File: src/rtl/lru_key_value_cache_defines.svh
// ----------------------------------------------------------------------------
// LRU key-value cache assertion macros
// Shared property shorthands; the using scope provides clk_i and rst_ni.
// ----------------------------------------------------------------------------
`ifndef LRU_KEY_VALUE_CACHE_DEFINES_SVH
`define LRU_KEY_VALUE_CACHE_DEFINES_SVH

// Same-cycle implication, sampled on the rising clock edge, off while in reset.
`define LKV_ASSERT_IMPL(name, ante, cons, msg) \
  name: assert property (@(posedge clk_i) disable iff (!rst_ni) (ante) |-> (cons)) else $error(msg);

// Next-cycle implication, sampled on the rising clock edge, off while in reset.
`define LKV_ASSERT_NEXT(name, ante, cons, msg) \
  name: assert property (@(posedge clk_i) disable iff (!rst_ni) (ante) |=> (cons)) else $error(msg);

`endif

File: src/rtl/lkv_pkg.sv
// ----------------------------------------------------------------------------
// lkv_pkg
// Shared types and constants of the LRU key-value cache.
// ----------------------------------------------------------------------------
package lkv_pkg;

  // Index and rank fields on the inter-cell wires cover the largest capacity (256).
  localparam int MaxIdxW = 8;

  typedef logic [MaxIdxW-1:0] idx_t;
  typedef logic [MaxIdxW-1:0] rank_t;

  localparam int DataW = 32;

  localparam logic [DataW-1:0] MissValue  = '1;   // lookup miss reads -1
  localparam logic [DataW-1:0] WriteValue = '0;   // writes read back 0

  typedef enum logic {
    OP_LOOKUP = 1'b0,
    OP_WRITE  = 1'b1
  } op_e;

  // Search token passed cell to cell; each cell folds in its own entry.
  typedef struct packed {
    logic             active;
    logic             hit;
    idx_t             hit_idx;
    rank_t            hit_rank;
    logic [DataW-1:0] hit_value;
    logic             free_ok;
    idx_t             free_idx;
    logic             lru_ok;
    idx_t             lru_idx;
    rank_t            lru_rank;
  } scan_t;

  // Update broadcast to every cell for one cycle.
  typedef struct packed {
    logic             en;
    logic             touch;
    logic             wr_value;
    logic             insert;
    logic             evict;
    idx_t             tgt_idx;
    rank_t            ref_rank;
    idx_t             ev_idx;
    rank_t            ev_rank;
    logic [DataW-1:0] key;
    logic [DataW-1:0] value;
  } upd_t;

endpackage

File: src/rtl/lkv_cell.sv
// ----------------------------------------------------------------------------
// lkv_cell
// One cache entry: valid, key, value, recency rank, plus one stage of the
// search token chain.
// ----------------------------------------------------------------------------
module lkv_cell #(
  parameter int CellIdx = 0,
  parameter int RankW   = 4
) (
  input  logic                           clk_i,
  input  logic                           rst_ni,
  input  logic [lkv_pkg::DataW-1:0]      key_i,
  input  lkv_pkg::upd_t                  cmd_i,
  input  lkv_pkg::scan_t                 tok_i,
  output lkv_pkg::scan_t                 tok_o,
  output logic                           valid_o
);

  localparam lkv_pkg::idx_t MyIdx = lkv_pkg::idx_t'(CellIdx);

  logic                      valid_q, valid_d;
  logic [lkv_pkg::DataW-1:0] key_q, key_d;
  logic [lkv_pkg::DataW-1:0] val_q, val_d;
  logic [RankW-1:0]          rank_q, rank_d;
  lkv_pkg::scan_t            tok_q, tok_d;
  lkv_pkg::rank_t            rank_w;
  logic                      is_tgt, is_ev;

  assign rank_w = lkv_pkg::rank_t'(rank_q);
  assign is_tgt = (cmd_i.tgt_idx == MyIdx);
  assign is_ev  = (cmd_i.ev_idx == MyIdx);

  // search stage
  always_comb begin
    tok_d = tok_i;
    if (tok_i.active) begin
      if (valid_q && (key_q == key_i) && !tok_i.hit) begin
        tok_d.hit       = 1'b1;
        tok_d.hit_idx   = MyIdx;
        tok_d.hit_rank  = rank_w;
        tok_d.hit_value = val_q;
      end
      if (!valid_q && !tok_i.free_ok) begin
        tok_d.free_ok  = 1'b1;
        tok_d.free_idx = MyIdx;
      end
      if (valid_q && (!tok_i.lru_ok || (rank_w > tok_i.lru_rank))) begin
        tok_d.lru_ok   = 1'b1;
        tok_d.lru_idx  = MyIdx;
        tok_d.lru_rank = rank_w;
      end
    end
  end

  // entry update
  always_comb begin
    valid_d = valid_q;
    key_d   = key_q;
    val_d   = val_q;
    rank_d  = rank_q;
    if (cmd_i.en) begin
      if (cmd_i.touch) begin
        if (is_tgt) begin
          rank_d = '0;
          if (cmd_i.wr_value) begin
            val_d = cmd_i.value;
          end
        end else if (valid_q && (rank_w < cmd_i.ref_rank)) begin
          rank_d = RankW'(rank_q + 1'b1);
        end
      end else if (cmd_i.insert) begin
        if (is_tgt) begin
          valid_d = 1'b1;
          key_d   = cmd_i.key;
          val_d   = cmd_i.value;
          rank_d  = '0;
        end else if (cmd_i.evict && is_ev) begin
          valid_d = 1'b0;
        end else if (valid_q && !(cmd_i.evict && (rank_w > cmd_i.ev_rank))) begin
          // other valid entries move back; behind the evicted entry -1 then +1 cancel
          rank_d = RankW'(rank_q + 1'b1);
        end
      end
    end
  end

  always_ff @(posedge clk_i or negedge rst_ni) begin
    if (!rst_ni) begin
      valid_q <= 1'b0;
      tok_q   <= '0;
    end else begin
      valid_q <= valid_d;
      tok_q   <= tok_d;
    end
  end

  always_ff @(posedge clk_i) begin
    key_q  <= key_d;
    val_q  <= val_d;
    rank_q <= rank_d;
  end

  assign tok_o   = tok_q;
  assign valid_o = valid_q;

endmodule

File: src/rtl/lru_key_value_cache.sv
// Flow: an accepted word is registered, then its search token walks the cell chain,
//   one cell per cycle, and the update is applied to all cells at once when the result
//   register is free or being drained; no new word is accepted until then.
// Reset: all entries invalid, occupancy 0, capacity_in_use 16; no clearing pass.
// ----------------------------------------------------------------------------
// lru_key_value_cache
// Fully associative key/value cache with least-recently-used replacement,
// built as a chain of entry cells with per-entry recency ranks.
// ----------------------------------------------------------------------------
`include "lru_key_value_cache_defines.svh"

module lru_key_value_cache #(
  parameter int CAPACITY = 16
) (
  input  logic               clk_i,
  input  logic               rst_ni,
  // request channel
  input  logic               in_valid_i,
  output logic               in_stall_o,
  input  logic               in_op_i,
  input  logic signed [31:0] in_key_i,
  input  logic signed [31:0] in_value_i,
  // result channel
  output logic               out_valid_o,
  input  logic               out_stall_i,
  output logic               out_hit_o,
  output logic signed [31:0] out_read_value_o,
  // config port
  input  logic               psel,
  input  logic               penable,
  input  logic               pwrite,
  input  logic [2:0]         paddr,
  input  logic [31:0]        pwdata,
  output logic [31:0]        prdata,
  output logic               pready
);

  // Rank field width per cell; occupancy counts 0..CAPACITY.
  localparam int RankW = (CAPACITY > 1) ? $clog2(CAPACITY) : 1;
  localparam int OccW  = $clog2(CAPACITY + 1);
  localparam int CapW  = 5;
  localparam int CmpW  = (OccW > CapW) ? OccW : CapW;

  localparam logic [2:0] RegCapacityAddr = 3'd0;

  typedef enum logic [1:0] {
    ST_IDLE,
    ST_SCAN,
    ST_APPLY
  } state_e;

  state_e                    state_q;
  logic [CapW-1:0]           cap_q;
  logic [OccW-1:0]           occ_q, occ_d;
  logic                      launch_q;
  lkv_pkg::scan_t            tok_q;
  logic                      out_valid_q, out_hit_q;
  logic [lkv_pkg::DataW-1:0] out_value_q;

  // request word held for the whole search/apply
  lkv_pkg::op_e              req_op_q;
  logic [lkv_pkg::DataW-1:0] req_key_q, req_value_q;

  lkv_pkg::scan_t            tok [CAPACITY+1];
  logic [CAPACITY-1:0]       valid_vec;
  lkv_pkg::upd_t             cmd;

  logic                      in_accept, cfg_write, apply_go;
  logic                      is_write, full, do_evict, do_insert;
  logic [CmpW-1:0]           eff_limit;
  lkv_pkg::idx_t             slot;
  logic [lkv_pkg::DataW-1:0] result_value;

  // --------------------------------------------------------------------------
  // Config port: single register, zero wait states.
  // --------------------------------------------------------------------------
  assign pready    = 1'b1;
  assign cfg_write = psel && penable && pwrite && pready && (paddr == RegCapacityAddr);
  assign prdata    = (paddr == RegCapacityAddr) ? {{(32-CapW){1'b0}}, cap_q} : '0;

  // --------------------------------------------------------------------------
  // Handshakes. New words only enter when the chain is free.
  // --------------------------------------------------------------------------
  assign in_stall_o = (state_q != ST_IDLE);
  assign in_accept  = in_valid_i && !in_stall_o;
  // apply only when the result register is free or being drained
  assign apply_go   = (state_q == ST_APPLY) && (!out_valid_q || !out_stall_i);

  // --------------------------------------------------------------------------
  // Cell chain. Token enters cell 0 in the cycle after accept (key is registered
  // by then) and passes through the token register of each cell in turn.
  // --------------------------------------------------------------------------
  always_comb begin
    tok[0]        = '0;
    tok[0].active = launch_q;
  end

  for (genvar g = 0; g < CAPACITY; g++) begin : g_cell
    lkv_cell #(
      .CellIdx (g),
      .RankW   (RankW)
    ) u_cell (
      .clk_i   (clk_i),
      .rst_ni  (rst_ni),
      .key_i   (req_key_q),
      .cmd_i   (cmd),
      .tok_i   (tok[g]),
      .tok_o   (tok[g+1]),
      .valid_o (valid_vec[g])
    );
  end

  // --------------------------------------------------------------------------
  // Update decision from the finished token.
  // Effective limit is capacity_in_use clamped to 1..CAPACITY.
  // --------------------------------------------------------------------------
  always_comb begin
    if (cap_q == '0) begin
      eff_limit = CmpW'(1);
    end else if (CmpW'(cap_q) > CmpW'(CAPACITY)) begin
      eff_limit = CmpW'(CAPACITY);
    end else begin
      eff_limit = CmpW'(cap_q);
    end
  end

  assign is_write  = (req_op_q == lkv_pkg::OP_WRITE);
  assign full      = (CmpW'(occ_q) >= eff_limit);
  assign do_evict  = is_write && !tok_q.hit && full && tok_q.lru_ok;
  assign do_insert = is_write && !tok_q.hit && (do_evict || tok_q.free_ok);

  // After an eviction the lowest free slot is the lower of the two.
  always_comb begin
    if (do_evict && !(tok_q.free_ok && (tok_q.free_idx < tok_q.lru_idx))) begin
      slot = tok_q.lru_idx;
    end else begin
      slot = tok_q.free_idx;
    end
  end

  always_comb begin
    cmd          = '0;
    cmd.en       = apply_go;
    cmd.touch    = tok_q.hit;
    cmd.wr_value = tok_q.hit && is_write;
    cmd.insert   = do_insert;
    cmd.evict    = do_evict;
    cmd.tgt_idx  = tok_q.hit ? tok_q.hit_idx : slot;
    cmd.ref_rank = tok_q.hit_rank;
    cmd.ev_idx   = tok_q.lru_idx;
    cmd.ev_rank  = tok_q.lru_rank;
    cmd.key      = req_key_q;
    cmd.value    = req_value_q;
  end

  always_comb begin
    occ_d = occ_q;
    if (do_insert && !do_evict) begin
      occ_d = OccW'(occ_q + 1'b1);
    end else if (do_evict && !do_insert) begin
      occ_d = OccW'(occ_q - 1'b1);
    end
  end

  always_comb begin
    if (is_write) begin
      result_value = lkv_pkg::WriteValue;
    end else if (tok_q.hit) begin
      result_value = tok_q.hit_value;
    end else begin
      result_value = lkv_pkg::MissValue;
    end
  end

  // --------------------------------------------------------------------------
  // Control FSM and registered outputs.
  // --------------------------------------------------------------------------
  always_ff @(posedge clk_i or negedge rst_ni) begin
    if (!rst_ni) begin
      state_q     <= ST_IDLE;
      cap_q       <= CapW'(16);
      occ_q       <= '0;
      launch_q    <= 1'b0;
      tok_q       <= '0;
      out_valid_q <= 1'b0;
      out_hit_q   <= 1'b0;
      out_value_q <= '0;
    end else begin
      launch_q <= in_accept;
      if (cfg_write) begin
        cap_q <= pwdata[CapW-1:0];
      end
      // result register: load on apply, clear once the word is taken
      if (apply_go) begin
        out_valid_q <= 1'b1;
      end else if (out_valid_q && !out_stall_i) begin
        out_valid_q <= 1'b0;
      end
      unique case (state_q)
        ST_IDLE: begin
          if (in_accept) begin
            state_q <= ST_SCAN;
          end
        end
        ST_SCAN: begin
          if (tok[CAPACITY].active) begin
            tok_q   <= tok[CAPACITY];
            state_q <= ST_APPLY;
          end
        end
        ST_APPLY: begin
          if (apply_go) begin
            occ_q       <= occ_d;
            out_hit_q   <= tok_q.hit;
            out_value_q <= result_value;
            state_q     <= ST_IDLE;
          end
        end
        default: begin
          state_q <= ST_IDLE;
        end
      endcase
    end
  end

  always_ff @(posedge clk_i) begin
    if (in_accept) begin
      req_op_q    <= lkv_pkg::op_e'(in_op_i);
      req_key_q   <= in_key_i;
      req_value_q <= in_value_i;
    end
  end

  assign out_valid_o      = out_valid_q;
  assign out_hit_o        = out_hit_q;
  assign out_read_value_o = out_value_q;

  // --------------------------------------------------------------------------
  // Assertions
  // --------------------------------------------------------------------------
  `LKV_ASSERT_IMPL(a_occ_matches_valid, 1'b1, $countones(valid_vec) == int'(occ_q), "occupancy out of step with valid bits")
  `LKV_ASSERT_IMPL(a_token_only_in_scan, tok[CAPACITY].active, state_q == ST_SCAN, "token left chain outside scan")
  `LKV_ASSERT_IMPL(a_lru_found, tok[CAPACITY].active && (occ_q != '0), tok[CAPACITY].lru_ok, "no LRU entry in non-empty cache")
  `LKV_ASSERT_NEXT(a_apply_loads_out, apply_go, out_valid_o && (state_q == ST_IDLE), "apply did not produce a result word")

endmodule
File: config.mk
export PLATFORM = sky130hd
export DESIGN_NAME = lru_key_value_cache
export DESIGN_NICKNAME = d
export VERILOG_FILES = /design/src/rtl/lkv_pkg.sv /design/src/rtl/lkv_cell.sv /design/src/rtl/lru_key_value_cache.sv
export VERILOG_INCLUDE_DIRS = /design/src /design/src/rtl
export SDC_FILE = /design/constraint.sdc
export NUM_CORES = 2
export LEC_CHECK = 0
export CORE_UTILIZATION = 62
export DETAILED_ROUTE_END_ITERATION = 8
export DONT_BUFFER_PORTS = 1
export PLACE_DENSITY = 0.82
export REMOVE_ABC_BUFFERS = 1
export SYNTH_ARGS = -nofsm -noshare
export SYNTH_HDL_FRONTEND = slang
export SYNTH_SLANG_ARGS = --single-unit
File: constraint.sdc
create_clock -name clk_i -period 5.1 [get_ports clk_i]
set_input_delay 0.255 -clock clk_i [delete_from_list [all_inputs] [get_ports clk_i]]
set_output_delay 0.255 -clock clk_i [all_outputs]
set_load 0.01 [all_outputs]
==> key figures <==
Synth
  • Number of synthesized flops with an enable pin: 1,153
  • Synthesis-stage register bit count: 2,122
  • Post-synthesis cell count: 4,962
  • Sequential fraction of the synthesis area: 0.720
  • Synth Cell Area: 81,800 µm²
  • Syn_area_per_cell: 16.5 µm²
  • Ys Warns: 0
  • Distinct cells, synth: 65
  • Post-synthesis async set-or-reset flop share: 0.457
  • Main synth FF type: edfxtp_1

Route
  • WL met1: 73.7 mm
  • DR WL/cell: 25.3 µm
  • First-pass DRT Iterations: 6
  • Met2 WL: 87.9 mm
  • Via density: 5.98
  • Max Used Layer: met4
  • Residual DRC count: 0
  • Routed vias: 42,900
  • Routed wl met3: 13.9 mm
  • Final WL: 181 mm
  • DRT iter0 DRCs: 4,279
  • Post-route ant nets: 0

Placement
  • Setup WS pre-CTS: 489 ps
  • Routability cong.: 0.880
  • PortBufs: 0
  • Post-Place Cells: 6,688
  • Hpwl dp: 103 mm
  • Post-Place Cell Area: 84,600 µm²

CTS
  • H-Tree Level Count: 4
  • CTS Root Cell: clkbuf_16
  • CTS tree: built
  • Clock Sink Count: 2,122
  • Max Root-Sink Buffers: 3
  • Post-CTS Resized: 0
  • Worst-skew pair later-pin latency: 860 ps
  • Reg clk slew, reported paths: 70 ps
  • TritonCTS buffer count: 199

Timing
  • Tmin final: 4700 ps
  • Actual slew at the worst max-slew pin: 1240 ps
  • Setup WS post-layout: 400 ps
  • Clock Skew: 45.2 ps
  • Pins over their slew limit: 0
  • Tcrit/Tclk final: 0.922
  • Fmax: 213 MHz
  • RSZ-0062 raised after global routing: no
  • Max-slew headroom: 0.173
  • Final Hold Vio Count: 0
  • Final setup vio count: 0
  • Setup TNS: 0 ps

Cells and area
  • Design Area, Final: 92,200 µm²
  • Inserted Diodes: 0
  • Layout area overhead: 12.7%
  • Layout Cells excl Fill: 7,174
  • Share of cells above drive strength 1: 0.229
  • Nets: 5,567
  • Fill cell count: 7,695

Power and ir drop
  • Pwr dens: 377 nW/µm²
  • P_leak: 37.7 nW
  • VDD IR max: 0.389 mV

Die
  • Die area: 133,000 µm²
  • Starting Density: 0.628
  • DIE WIDTH: 365 µm
  • Cell Rows: 132
  • I/O pin cnt: 175
  • Die H: 365 µm
  • Total core area: 130,000 µm²

Setup path
  • Crit-path slowest cell: o21ai_2
  • CP startpoint kind: register
  • Most frequent CP cell: nor2_1
  • Family with the most delay on the worst path: simple AND/OR/NAND/NOR gates
  • Kind of critical path: register to register
  • Cells along the critical path: nor3_1 > nor2_1 > nor2_1 > ha_1 > nand2b_1 > a31oi_1 > o21ai_2 > inv_1 > nor4_2 > a221o_1 > nand2_1 > nor2_2 > buf_4
  • Max incr delay on CP: 610 ps
  • Largest fanout on the critical path: 32
  • WP buf/inv: 2
  • CP endpoint kind: register
  • CP required: 5590 ps
  • Worst Path Arrival: 5190 ps

Job
  • Max Cap Violations: 0

Min path
  • Hold WC Path Type: primary input to register

Global route
  • GRT overflow: 0
  • All-layer global routing usage: 0.278
  • Largest net degree at the start of global routing: 169
  • Vias in the first global route: 45,000
  • Global-route wire length before repair: 275 mm
  • Initial antenna violation count: 4

Status
  • Status: finished clean
==> worst paths after layout <==
kind                                                              end  cells past startpoint                             startpoint  slack (ps)
worst max-delay path             g_cell[12].u_cell.key_q[4]$_DFFE_PP_                     13                   cap_q[1]$_DFFE_PN0P_         400
worst min-delay path                           req_key_q[3]$_DFFE_PP_                      1                            in_key_i[3]          40
worst max register to register   g_cell[12].u_cell.key_q[4]$_DFFE_PP_                     13                   cap_q[1]$_DFFE_PN0P_         400
worst min register to register  g_cell[12].u_cell.tok_o[75]$_DFF_PN0_                      0  g_cell[11].u_cell.tok_o[75]$_DFF_PN0_         400
max in group asynchronous       g_cell[15].u_cell.tok_o[43]$_DFF_PN0_                      3                                 rst_ni        3540
min in group asynchronous        g_cell[4].u_cell.tok_o[18]$_DFF_PN0_                      2                                 rst_ni          70
==> layout make-up <==
cell class	instances	area, µm²	share of cell area
clock buffer	288	5560	0.0603
clock inverter	86	931	0.0101
inverter	79	297	0.00322
multi-input combinational	2587	21900	0.237
sequential	2122	58900	0.639
tap	1742	2180	0.0236
timing repair buffer	270	2460	0.0267
==> cells in the final DEF, fill, tap and decap left out, types with 45 or more instances in the layout <==
cell type / synthesis / final
ha_1: 200 / 200
nand3_1: 45 / 45
nand2_1: 95 / 95
clkbuf_16: 0 / 201
dfrtp_1: 968 / 968
inv_1: 79 / 78
nor4_1: 71 / 71
and2_1: 59 / 59
xor2_1: 226 / 226
xnor2_1: 323 / 323
clkbuf_1: 37 / 67
nor2_1: 122 / 77
buf_4: 57 / 146
nor2b_1: 86 / 86
or2_2: 86 / 86
o21ai_0: 116 / 116
a21oi_1: 58 / 58
edfxtp_1: 1153 / 1153
mux2_2: 654 / 654
dlygate4sd3_1: 0 / 112
nand2b_1: 88 / 87
nand4_1: 99 / 99
==> state kept, by name (all words and copies together), names as in the netlist <==
register,count
cap_q,5
cmd,13
g_cell.u_cell.key_q,512
g_cell.u_cell.rank_q,64
g_cell.u_cell.tok_o,851
g_cell.u_cell.val_q,512
g_cell.u_cell.valid_o,16
is_write,1
launch_q,1
occ_q,5
out_hit_o,1
out_read_value_o,32
out_valid_o,1
req_key_q,32
req_value_q,32
state_q,2
tok_q,42
==> report_power, final <==
group / leakage, nW / internal, W / switching, W
combinational: 10.8 / 0.000506 / 0.000973
clock: 3.15 / 0.00820 / 0.00654
sequential: 23.7 / 0.0183 / 0.000275
==> cells in the mapped netlist, drive strengths merged (3+ instances only) <==
library cell	number	area (µm²)
and2	59	369
a41o	21	210
a221o	4	40.0
a21boi	16	120
o2111ai	10	87.6
nand4b	13	114
nand3	45	225
nor3	25	125
clkbuf	38	144
a21oi	59	299
inv	79	297
a21o	4	30.0
edfxtp	1153	34600
o21ai	119	599
nor2b	86	538
ha	200	2500
a31oi	18	113
or2	87	544
nand2b	88	551
o21a	30	225
nand2	95	357
nor2	125	487
mux2	661	7440
and3	4	25.0
a41oi	13	114
dfrtp	968	24200
nand4	99	619
o21bai	32	240
buf	162	953
and4b	3	30.0
nor4	74	482
xnor2	323	2830
xor2	226	1980
==> per-layer routing <==
metal,vias up,GRT usage
li1,18500,-
met1,22000,0.386
met3,411,0.0461
met4,0,0.0970
met2,1969,0.451
met5,-,0
==> worst reg2reg max path: stages (launching register included) <==
cell,delay (ps)
dfrtp_1,410
nor3_1,190
nor2_1,60
nor2_1,90
ha_1,120
nand2b_1,100
a31oi_1,140
o21ai_2,610
inv_1,430
nor4_2,470
a221o_1,530
nand2_1,550
nor2_2,270
buf_4,400
==> what timing repair did <==
action / 4_1_cts / 5_1_grt
endpoints found under the hold margin: 237 / 0
setup buffers: 0 / 0
hold buffers: 112 / 0
==> logic make-up (layout without fill, tap and decap cells) <==
family          count (synthesis)  in the layout  share of synthesized area
other cells                     2             28                  0.0000918
fa+ha+maj                     201            201                     0.0308
flops                        2122           2122                      0.720
mux                           662            662                     0.0911
buf+inv                       279            723                     0.0170
xor+xnor                      549            549                     0.0588
simple gates                  809            809                     0.0552
compound gates                338            338                     0.0270
==> metrics by stage <==
stage	hold slack (ps)	power (W)	util
6_report	35.5	0.0348	0.708
5_1_grt	11.3	0.0358	0.708
4_1_cts	0.0502	0.0349	0.708
3_5_place_dp	321	0.0203	0.650
3_3_place_gp	317	0.0202	0.650
2_1_floorplan	-40.6	0.0195	-
(Power assumes the default switching activity.)
